**src/rtl/core/rgbedd_pkg.sv**
```systemverilog
// Shared types and constants for the RGB error-diffusion dither unit.
// No dependencies; imported by the lane and the top level.
`default_nettype none

package rgbedd_pkg;

  // Pixel channel width and default geometry limits
  localparam int PIX_W          = 8;
  localparam int DEF_MAX_WIDTH  = 2048;
  localparam int DEF_CHANNELS   = 3;

  // Configuration port geometry
  localparam int CFG_AW         = 4;
  localparam int CFG_DW         = 32;

  // Register field widths
  localparam int BITS_KEPT_W    = 3;
  localparam int IMG_WIDTH_W    = 12;
  localparam int IMG_HEIGHT_W   = 16;

  // Register reset values
  localparam logic [BITS_KEPT_W-1:0]  BITS_KEPT_RST  = 3'd1;
  localparam logic [IMG_WIDTH_W-1:0]  IMG_WIDTH_RST  = 12'd640;
  localparam logic [IMG_HEIGHT_W-1:0] IMG_HEIGHT_RST = 16'd480;

  // Register index, taken from paddr[3:2]
  typedef enum logic [1:0] {
    REG_BITS_KEPT  = 2'd0,
    REG_IMG_WIDTH  = 2'd1,
    REG_IMG_HEIGHT = 2'd2
  } cfg_reg_t;

  // Where the pixel sits in the frame
  typedef struct packed {
    logic first_row;
    logic last_row;
    logic last_col;
  } pos_flags_t;

endpackage

`default_nettype wire

```
**src/rtl/core/rgbedd_lane.sv**
```systemverilog
// One colour channel of the dither: quantise, split the error, hold the carries.
// Depends on rgbedd_pkg for the pixel width and the position flags.
`default_nettype none

module rgbedd_lane import rgbedd_pkg::*; (
  input  logic                   clk,
  input  logic                   rst_n,
  input  logic                   adv,
  input  pos_flags_t             flags,
  input  logic [BITS_KEPT_W-1:0] bits_kept,
  input  logic [PIX_W-1:0]       pix,
  input  logic [PIX_W-1:0]       below,
  output logic [PIX_W-1:0]       q,
  output logic [PIX_W-1:0]       main_wdata,
  output logic [PIX_W-1:0]       tail_wdata
);

  logic [PIX_W-1:0] carry_r, carry_nxt;
  logic [PIX_W-1:0] pa_r, pa_nxt;
  logic [PIX_W-1:0] pb_r, pb_nxt;

  logic [PIX_W+1:0] sum;
  logic [PIX_W-1:0] v, lowmask, e;
  logic [PIX_W+2:0] e7x, e5x, e3x;
  logic [PIX_W-1:0] e7, e5, e3, e1;

  function automatic logic [PIX_W-1:0] sat8(input logic [PIX_W:0] a);
    sat8 = a[PIX_W] ? {PIX_W{1'b1}} : a[PIX_W-1:0];
  endfunction

  // Diffused input, saturated, then truncated to the kept bits
  always_comb begin
    sum = (PIX_W+2)'(pix) + (PIX_W+2)'(carry_r)
        + (flags.first_row ? '0 : (PIX_W+2)'(below));
    v = (sum > (PIX_W+2)'(255)) ? {PIX_W{1'b1}} : sum[PIX_W-1:0];
    lowmask = {PIX_W{1'b1}} >> bits_kept;
    q = v & ~lowmask;
    e = v & lowmask;
  end

  // Error shares in sixteenths, truncated
  always_comb begin
    e7x = (PIX_W+3)'(e) * (PIX_W+3)'(7);
    e5x = (PIX_W+3)'(e) * (PIX_W+3)'(5);
    e3x = (PIX_W+3)'(e) * (PIX_W+3)'(3);
    e7  = PIX_W'(e7x >> 4);
    e5  = PIX_W'(e5x >> 4);
    e3  = PIX_W'(e3x >> 4);
    e1  = e >> 4;
  end

  // Words for the line store: below-left finished, and the row end
  assign main_wdata = sat8((PIX_W+1)'(pb_r) + (PIX_W+1)'(e3));
  assign tail_wdata = sat8((PIX_W+1)'(pa_r) + (PIX_W+1)'(e5));

  always_comb begin
    carry_nxt = flags.last_col ? '0 : e7;
    if (flags.last_row) begin
      pa_nxt = '0;
      pb_nxt = '0;
    end else begin
      pa_nxt = flags.last_col ? '0 : e1;
      pb_nxt = flags.last_col ? '0 : tail_wdata;
    end
  end

  always_ff @(posedge clk) begin
    if (!rst_n) begin
      carry_r <= '0;
      pa_r    <= '0;
      pb_r    <= '0;
    end else if (adv) begin
      carry_r <= carry_nxt;
      pa_r    <= pa_nxt;
      pb_r    <= pb_nxt;
    end
  end

endmodule

`default_nettype wire

```
**config.mk**
```make
export PLATFORM = sky130hd
export DESIGN_NAME = rgbedd_lane
export DESIGN_NICKNAME = d
export VERILOG_FILES = /design/src/rtl/core/rgbedd_pkg.sv /design/src/rtl/core/rgbedd_lane.sv
export SDC_FILE = /design/constraint.sdc
export NUM_CORES = 1
export LEC_CHECK = 0
export ABC_CLOCK_PERIOD_IN_PS = 15900
export BUFFER_PORTS_ARGS = -buffer_cell sky130_fd_sc_hd__buf_2
export CAP_MARGIN = 20
export CORE_MARGIN = 2
export CORE_UTILIZATION = 30
export CTS_CLUSTER_SIZE = 8
export DETAILED_ROUTE_END_ITERATION = 12
export GPL_TIMING_DRIVEN = 0
export PLACE_DENSITY = 0.59
export SYNTH_ARGS = -nofsm -noshare
export SYNTH_HDL_FRONTEND = slang
export SYNTH_SLANG_ARGS = --single-unit
```
**constraint.sdc**
```tcl
create_clock -name clk -period 15.9 [get_ports clk]
set_input_delay 2.385 -clock clk [delete_from_list [all_inputs] [get_ports clk]]
set_output_delay 2.385 -clock clk [all_outputs]
set_load 0.1 [all_outputs]
```
======== Word level (Yosys, flattened, before mapping) ========
Index checks and enable logic that the tools add are counted.
operators by class
  $add $sub $neg .......................... 4
  multiply operators ...................... 3
  order comparisons ....................... 1
  shift-type cells ........................ 1
  muxes and demuxes ....................... 9
  bitwise logic cells ..................... 3
operators with widths
  cell                                                            count
  two-way mux 8 bit                                               7
  multiplier 8 x 3 -> 11 bit, second input constant               2
  bitwise AND 8 bit                                               2
  adder 9 x 8 -> 10 bit                                           1
  greater-than comparator 10 x 8 -> 1 bit, second input constant  1
  multiplier 8 x 2 -> 10 bit, second input constant               1
  adder 8 x 6 -> 9 bit                                            1
  adder 8 x 7 -> 9 bit                                            1
  adder 8 x 8 -> 9 bit                                            1
  NOT 8 bit                                                       1
  >> shifter 8 x 3 -> 8 bit, first input constant                 1
  two-way mux 7 bit                                               1
  two-way mux 4 bit                                               1
storage, ports and cells
  flip-flop bits (word level) ............. 24
  bits of input ports ..................... 25
  output and inout port bits .............. 24
  word-level logic and storage cells ...... 24

======== Logic depth before layout (Yosys ltp) ========
Gate-level depths: netlist of run 1.
  word-level depth ........................ 10
  gate-level depth with buffers ........... 28
  mapped depth without buffers ............ 27

======== Worst setup path before layout of run 1 ========
Ideal clock, no wire load.
  kind .................................... input to output
  start point ............................. input port flags[2] (netlist name)
  end point ............................... output port main_wdata[5]
  arrival time ............................ 9.064 ns
  required time ........................... 13.515 ns
  setup slack ............................. 4.451 ns
  cell stages on the path ................. 26
  buffers on the path ..................... 1
  cells stage by stage .................... nand2b_1 -> fa_1 -> inv_1 -> ha_1 -> fa_1 -> a21o_1 -> a21oi_1 -> o2111ai_2 -> a21o_2 -> buf_6 -> o21ai_0 -> inv_1 -> ha_1 -> o21a_1 -> nor2_1 -> or4_2 -> a31oi_1 -> a31oi_1 -> xor2_1 -> ha_1 -> a21o_1 -> a21oi_1 -> o21bai_1 -> a21oi_1 -> nor2b_1 -> o21ai_0
on the way
  word-level cells in the longest chain between the ends .. 8
RTL lines
  what                                     line               source
  from (decl)                              rgbedd_lane.sv:9   input pos_flags_t flags,
  two-way mux 8 bit (*)                    rgbedd_lane.sv:34  + (flags.first_row ? '0 : (PIX_W+2)'(below));
  adder 9 x 8 -> 10 bit (*)                rgbedd_lane.sv:34
  greater-than comparator 10 x 8 -> 1 bit  rgbedd_lane.sv:35  v = (sum > (PIX_W+2)'(255)) ? {PIX_W{1'b1}} : sum[PIX_W-1:0];
  two-way mux 8 bit (*)                    rgbedd_lane.sv:35
  bitwise AND 8 bit (*)                    rgbedd_lane.sv:38  e = v & lowmask;
  multiplier 8 x 2 -> 10 bit (*)           rgbedd_lane.sv:45  e3x = (PIX_W+3)'(e) * (PIX_W+3)'(3);
  adder 8 x 6 -> 9 bit (*)                 rgbedd_lane.sv:53  assign main_wdata = sat8((PIX_W+1)'(pb_r) + (PIX_W+1)'(e3));
  two-way mux 8 bit (*)                    rgbedd_lane.sv:28  sat8 = a[PIX_W] ? {PIX_W{1'b1}} : a[PIX_W-1:0];
  to (decl)                                rgbedd_lane.sv:14  output logic [PIX_W-1:0] main_wdata,
Mark *: on every way between the ends. The rest lies on a longest branch, timed or not.

======== Final worst setup path of run 1 ========
  start point ............................. input port flags[2] (netlist name)
  end point ............................... output port main_wdata[2]
Same word-level chain as after synthesis.

==> results of run 1 <==
cells in the final DEF, fill, tap and decap left out, types with 12 or more instances in the layout:
| cell type | n |
|---|---|
| buf_2 | 49 |
| o21ai_0 | 15 |
| dfxtp_1 | 19 |
| ha_1 | 38 |
| inv_1 | 32 |
| nor2_1 | 31 |
| a21oi_1 | 19 |
| a21o_1 | 13 |
| fa_1 | 12 |
| nor2b_1 | 13 |
| and2_1 | 12 |
| xnor2_1 | 21 |
| nand2_1 | 18 |
worst reg2reg max path: cells and delay by family, from the launching register on:
kind	cells	cell delay, ns
adders and majority gates	5	1.76
DFF	1	0.31
and+or+nand+nor	2	0.24
buffers and inverters	4	0.37
AOI/OAI and AO/OA	10	2.87
xor gates and xnor gates	1	0.21
metrics by stage:
stage	hold slack [ns]	worst slack [ns]
floorplan	0.425	4.45
global placement	0.441	4.98
detailed placement	0.446	4.90
CTS	0.463	4.89
global route	0.509	4.34
finish	0.464	4.96
cells by family after synthesis:
logic type | count (synthesis)
AO/OA/AOI/OAI | 110
multiplexers | 3
flip-flops | 19
buffers and inverters | 45
AND/OR/NAND/NOR | 107
XOR/XNOR | 30
other | 1
adder cells (fa/ha/maj) | 50
final timing paths:
kind	from	endpoint	slack, ns	depth (start not counted)
max	flags[2]	main_wdata[2]	4.96	30
min	carry_r[6]	carry_r[6]	0.46	2
max reg2reg	carry_r[1]	carry_r[5]	10.03	22
min reg2reg	carry_r[6]	carry_r[6]	0.46	2
registers in the layout (all words and copies together), names as in the netlist:
| name | cells |
|---|---|
| pa_r | 4 |
| carry_r | 7 |
| pb_r | 8 |
per-layer routing:
layer | track usage (%) | vias to the layer above | routed length, µm
met3 | 2.03 | 4 | 260
met4 | 2.26 | 0 | 65
met1 | 18.2 | 1255 | 3390
met5 | 0 | - | 0
li1 | - | 1386 | -
met2 | 25.2 | 47 | 3410
cell type report:
cell class                 count  share of cell area [%]
multi-input combinational    302                    70.1
sequential                    19                    11.3
timing repair buffer          45                    6.69
tap                          133                    4.95
inverter                      33                    3.68
buffer                        12                    1.93
clock buffer                   3                    1.23
clock inverter                 1                   0.149
==> results.yml, run 1 <==
status:
  status: "complete, no violations"
route:
  drc_errors: 0
  via_count: 2692
  antenna_left: 0
  wl_per_cell_um: 13.0
  drtPass1Iterations: 4
  first_iter_violations: 180
  routed_wl_um: 7120
  avgViaCountPerCell: 4.91
synthesis:
  yosysWarnings: 0
  synth-edff-count: 0
  synth_top_family_by_area: "compound AO/OA/AOI/OAI gates"
  synth_seq_cells: 19
  ys_async_sr_fraction_pct: 0
  synth_compound_area_share_pct: 27.1
  synth.distinct_cells: 59
  synth_cells: 365
  synth_flop_cell: "dfxtp_1"
  synth_top_area_share_pct: 16.3
  synth.avg_cell_area_um2: 8.01
  synth_fa_ha_area_share_pct: 24.5
  synth.area.top_cells: "ha_1, dfxtp_1, fa_1"
  yosys.area_share.simple_pct: 18.8
  yosysSeqAreaShare_pct: 13.0
  muxShareOfSynthArea_pct: 1.07
  synthesis.area_um2: 2920
  yosys.area_share.xor_xnor_pct: 8.99
  synth.most_common_cell: "ha_1"
  synth_top_area_cell: "ha_1"
  yosys-top-cells-count: "ha_1, inv_1, nor2_1"
sta:
  finalCriticalPeriod_ns: 10.94
  finalSetupViolCount: 0
  slew_headroom_pct: 48.9
  rsz0062_at_grt: "false"
  worstMarginPinSlew_ns: 0.747
  final_hold_viol_count: 0
  fin_setup_tns_ns: 0
  max_freq_mhz: 91.4
  fin_skew_ns: 0.00308
  finalCritPeriodShare_pct: 68.8
  drv_slew: 0
floorplanning:
  pin_count: 49
  dieArea_um2: 10500
  fp-row-count: 36
  dieHeight_um: 103
  core_area_um2: 9590
  start_util_pct: 30.5
  die_w_um: 103
clock_network:
  cts_tree: "yes"
  post_cts_buffers: 0
  cts_inserted_buffers: 3
  cts-htree-levels: 1
  clkSinkCount: 19
  clk_path_buf_depth: 2
  path_clk_slew_ns: 0.08
  clk_latency_ns: 0.26
  root_buffer: "clkbuf_8"
  hold_buffers: 0
  cts_resized: 0
setup_path:
  cp_slowest_cell: "fa_1"
  critPathTopFamily: "compound AO/OA/AOI/OAI gates"
  cp_num_buf_inv: 6
  slowest_delay_ns: 0.48
  crit_path_end_kind: "output port"
  critPathMaxFanout: 10
  cp.arrival_ns: 8.55
  start_kind: "input pin"
  worstSetupPathType: "input pin to output port"
  cp_data_required_time_ns: 13.52
place:
  place_area_um2: 3320
  dp.cells: 544
  dp_hpwl_um: 5920
  port_buffers: 45
  place_congestion: 0.820
layout:
  instances_no_fill: 548
  nFillCells: 1030
  ff_latch_area_um2: 380
  final_util_pct: 35.1
  n_antenna_cell: 0
  final_nets: 491
  synthToLayoutAreaGrowth_pct: 15.1
  fin_area_um2: 3360
  drive_gt1_share_pct: 17.6
  multi_input_area_um2: 2360
worst_hold_path:
  min_path_type: "register to register"
flow_run:
  drv_cap: 0
global_route:
  grtUsageTotal_pct: 14.1
  grt_pass1_wl_um: 12000
  grt_remaining_overflow: 0
  antenna_found_initial: 0
  grt_start_max_net_pins: 13
  grt_pass1_vias: 2579
Power of run 1 is left out: the tool's default activity adds up to more than one toggle a clock period on the data nets, which glitch-free logic cannot reach.
==> run 2: changes to the inputs <==
Settings changed: ABC_CLOCK_PERIOD_IN_PS 15900 to 9400, PLACE_DENSITY 0.59 to 0.61.
Clock period 15.9 ns to 9.4 ns, I/O delays scaled along.
==> results.yml, run 2 (synthesis results as in run 1) <==
floorplanning:
  core_area_um2: 9590
  die_w_um: 103
  pin_count: 49
  dieHeight_um: 103
  fp-row-count: 36
  dieArea_um2: 10500
  start_util_pct: 30.5
setup_path:
  reg2reg_slack_ns: 3.55
  worstSetupStartpoint: "flags[2]"
  cp_slowest_cell: "fa_1"
  crit_path_end: "main_wdata[2]"
  worstRegToRegCells: 22
  critPathMaxFanout: 10
  cp.arrival_ns: 7.45
  slowest_delay_ns: 0.48
  crit_path_end_kind: "output port"
  r2r_end: "carry_r[5]"
  cp_data_required_time_ns: 7.99
  start_kind: "input pin"
  reg2reg_from: "carry_r[1]"
  worstSetupPathType: "input pin to output port"
route:
  first_iter_violations: 89
  routed_wl_um: 6990
  drtPass1Iterations: 5
  avgViaCountPerCell: 4.90
  wl_per_cell_um: 12.8
  antenna_left: 0
  via_count: 2686
  drc_errors: 0
global_route:
  top_usage_layer: "met2"
  grt_pass1_wl_um: 11700
  grtUsageTotal_pct: 13.7
  antenna_found_initial: 0
  use_met2_pct: 24.4
  grt_start_max_net_pins: 13
  grt_remaining_overflow: 0
  met3_usage_pct: 1.83
  use_met1_pct: 17.9
  grt_pass1_vias: 2554
sta:
  rsz0062_at_grt: "false"
  slew_headroom_pct: 49.5
  drv_slew: 0
  finalCritPeriodShare_pct: 94.2
  fin_skew_ns: 0.00514
  fin_setup_tns_ns: 0
  worstMarginPinSlew_ns: 0.738
  max_freq_mhz: 113
  finalSetupViolCount: 0
  layout_setup_ws_ns: 0.542
  final_hold_viol_count: 0
  finalCriticalPeriod_ns: 8.86
flow_run:
  drv_cap: 0
layout:
  layout.cells.most_common: "buf_2"
  final_nets: 491
  drive_gt1_share_pct: 17.6
  ff_latch_area_um2: 380
  final_cell_mix: "buf_2, ha_1, inv_1"
  regMostFlops: "pb_r"
  n_antenna_cell: 0
  synthToLayoutAreaGrowth_pct: 15.6
  multi_input_area_um2: 2360
  nFillCells: 1046
  largest_reg_flops: 8
  top_regs: "pb_r x8, carry_r x7, pa_r x4"
clock_network:
  root_buffer: "clkbuf_8"
  cts_tree: "yes"
  clk_path_buf_depth: 2
  cts_inserted_buffers: 3
  hold_buffers: 0
  clkSinkCount: 19
  cts-htree-levels: 1
  clk_latency_ns: 0.27
  post_cts_buffers: 0
  path_clk_slew_ns: 0.08
place:
  port_buffers: 45
  dp_hpwl_um: 5840
  place_congestion: 0.833
  place_ws_ns: 0.343
status:
  status: "complete, no violations"
worst_hold_path:
  min_path_type: "register to register"
  min_from: "carry_r[6]"
-- run 2: changes by cell type in the layout (fill, tap and decap cells not counted), sizes merged --
cell    change
clkbuf      +6
buf         -6
-- run 2: worst min-delay path by stage --
| stage | end | depth (start not counted) |
|---|---|---|
| 5_1_grt | carry_r[6] | 2 |
| 3_3_place_gp | carry_r[6] | 2 |
| 6_report | carry_r[6] | 2 |
| 2_1_floorplan | carry_r[6] | 2 |
| 4_1_cts | carry_r[6] | 2 |
| 3_5_place_dp | carry_r[6] | 2 |
-- run 2: timing repair --
action / in CTS / in global routing
resized for setup: 0 / 7
endpoints found under the setup margin: 0 / 7
endpoints found under the hold margin: 0 / 0
-- run 2: metal layers --
metal,wire length [µm],part of all wire (%)
met5,0,0
met4,65,0.93
met3,305,4.4
met2,3340,48
met1,3290,47
-- run 2: critical path: cells and delay by family --
| kind | cells | cell delay, ns |
|---|---|---|
| XOR/XNOR | 1 | 0.26 |
| AO/OA/AOI/OAI | 12 | 2.32 |
| AND/OR/NAND/NOR | 6 | 0.79 |
| buffers and inverters | 6 | 0.85 |
| adder cells (fa/ha/maj) | 5 | 1.77 |
-- run 2: final cells by class --
| cell class | instances | share of cell area, % |
|---|---|---|
| Multi-Input combinational cell | 302 | 69.8 |
| Inverter | 33 | 3.67 |
| Clock inverter | 1 | 0.148 |
| Sequential cell | 19 | 11.3 |
| Buffer | 12 | 1.93 |
| Clock buffer | 3 | 1.22 |
| Tap cell | 133 | 4.92 |
| Timing Repair Buffer | 45 | 7.11 |
-- run 2: metrics by stage --
step	utilization, %	instance area, µm²	cells	hold slack (ns)
2_1_floorplan	-	2930	366	0.425
3_3_place_gp	34.6	3320	544	0.442
3_5_place_dp	34.6	3320	544	0.453
4_1_cts	35.1	3360	548	0.472
5_1_grt	35.2	3380	548	0.503
6_report	35.2	3380	548	0.468
Power of run 2 is left out for the same reason.
==> run 3: changes to the inputs <==
Settings changed: CELL_PAD_IN_SITES_DETAIL_PLACEMENT from default to 0, CELL_PAD_IN_SITES_GLOBAL_PLACEMENT from default to 1, PLACE_DENSITY 0.61 to 0.74.
==> results.yml, run 3 (synthesis results as in run 1) <==
setup_path:
  critPathTopFamily: "compound AO/OA/AOI/OAI gates"
  cp.arrival_ns: 7.40
  worstRegToRegCells: 24
  reg2reg_from: "carry_r[1]"
  start_kind: "input pin"
  reg2reg_slack_ns: 3.67
  slowest_delay_ns: 0.48
  worstSetupPathType: "input pin to output port"
  cp_num_buf_inv: 6
  cp_data_required_time_ns: 7.99
  critPathMaxFanout: 10
  cp_slowest_cell: "fa_1"
  r2r_end: "pb_r[5]"
  crit_path_end_kind: "output port"
clock_network:
  clk_latency_ns: 0.26
  cts_inserted_buffers: 3
  post_cts_buffers: 0
  root_buffer: "clkbuf_8"
  cts_tree: "yes"
  clk_path_buf_depth: 2
  clkSinkCount: 19
  cts-htree-levels: 1
  path_clk_slew_ns: 0.08
sta:
  drv_slew: 0
  finalCriticalPeriod_ns: 8.81
  finalSetupViolCount: 0
  final_hold_viol_count: 0
  fin_skew_ns: 0.00324
  rsz0062_at_grt: "false"
  max_freq_mhz: 114
  slew_headroom_pct: 54.6
  finalCritPeriodShare_pct: 93.7
  worstMarginPinSlew_ns: 0.664
  fin_setup_tns_ns: 0
route:
  via_count: 2654
  drt-met1-wl_um: 3390
  first_iter_violations: 99
  met3_length_um: 170
  route.met2.wl_um: 3380
  drtPass1Iterations: 4
  routed_wl_um: 6970
  antenna_left: 0
  highest_layer: "met4"
  wl_per_cell_um: 12.7
  avgViaCountPerCell: 4.84
  drc_errors: 0
global_route:
  grtUsageTotal_pct: 14.3
  grt_start_max_net_pins: 13
  grt_remaining_overflow: 0
  grt_pass1_vias: 2593
  antenna_found_initial: 0
  grt_pass1_wl_um: 12200
layout:
  largest_reg_flops: 8
  final_util_pct: 35.2
  final_cell_mix: "buf_2, ha_1, inv_1"
  regMostFlops: "pb_r"
  nFillCells: 1047
  n_antenna_cell: 0
  top_regs: "pb_r x8, carry_r x7, pa_r x4"
  synthToLayoutAreaGrowth_pct: 15.6
  layout.cells.most_common: "buf_2"
  final_nets: 491
  drive_gt1_share_pct: 17.6
floorplanning:
  pin_count: 49
  core_area_um2: 9590
  start_util_pct: 30.5
  dieHeight_um: 103
  dieArea_um2: 10500
  die_w_um: 103
  fp-row-count: 36
worst_hold_path:
  min_from: "carry_r[6]"
  min_path_type: "register to register"
  hold_path_end: "carry_r[6]"
  hold_depth: 2
place:
  place_congestion: 0.823
  port_buffers: 45
  dp_hpwl_um: 5970
status:
  status: "complete, no violations"
flow_run:
  drv_cap: 0
run 3: worst max path at each step:
stage,startpoint,end,slack (ns),depth (start not counted)
after global placement,flags[2],main_wdata[5],0.37,30
after global routing,flags[2],main_wdata[5],0.07,30
after detailed placement,flags[2],main_wdata[5],0.36,30
after CTS,flags[2],main_wdata[5],0.35,30
after floorplan,flags[2],main_wdata[2],0.22,23
final,flags[2],main_wdata[5],0.59,30
run 3: worst reg2reg max path, cell delays in order (launching register included):
cell and delay, ns:
dfxtp_1 0.31, inv_1 0.06, fa_1 0.50, inv_1 0.04
ha_1 0.23, fa_1 0.41, a21o_1 0.19, a21oi_1 0.32
o2111ai_2 0.25, a21oi_2 0.41, a21o_1 0.32, inv_2 0.15
o21ai_0 0.37, ha_1 0.30, o2111a_2 0.16, o21a_1 0.17
nor2_1 0.11, xnor2_1 0.17, ha_1 0.30, a21oi_1 0.15
nand2_1 0.10, a21oi_1 0.15, a31oi_1 0.07, xor2_1 0.17
a22o_1 0.20
run 3: repair_timing:
| action | in CTS | in global routing |
|---|---|---|
| hold buffers | 0 | 0 |
| setup endpoints to repair | 0 | 6 |
| resized for setup | 0 | 7 |
run 3: per-stage QoR:
stage	instances	hold WS [ns]	setup slack, ns	instance area, µm²
after detailed placement	544	0.450	0.361	3320
final	548	0.464	0.594	3380
after CTS	548	0.469	0.349	3360
after floorplan	366	0.425	0.218	2930
after global placement	544	0.441	0.371	3320
after global routing	548	0.506	0.0674	3380
run 3: metal layers:
metal	up-vias	track usage, %
met5	-	0
met1	1231	18.8
li1	1388	-
met2	33	26.0
met3	2	1.76
met4	0	1.33
run 3: final cells by class:
| cell class | instances | area, µm² | area share [%] |
|---|---|---|---|
| Multi-Input combinational cell | 302 | 2360 | 69.8 |
| Inverter | 33 | 124 | 3.67 |
| Clock inverter | 1 | 5.00 | 0.148 |
| Buffer | 12 | 65.1 | 1.93 |
| Sequential cell | 19 | 380 | 11.3 |
| Clock buffer | 3 | 41.3 | 1.22 |
| Tap cell | 133 | 166 | 4.92 |
| Timing Repair Buffer | 45 | 240 | 7.11 |
Power of run 3 is left out for the same reason.
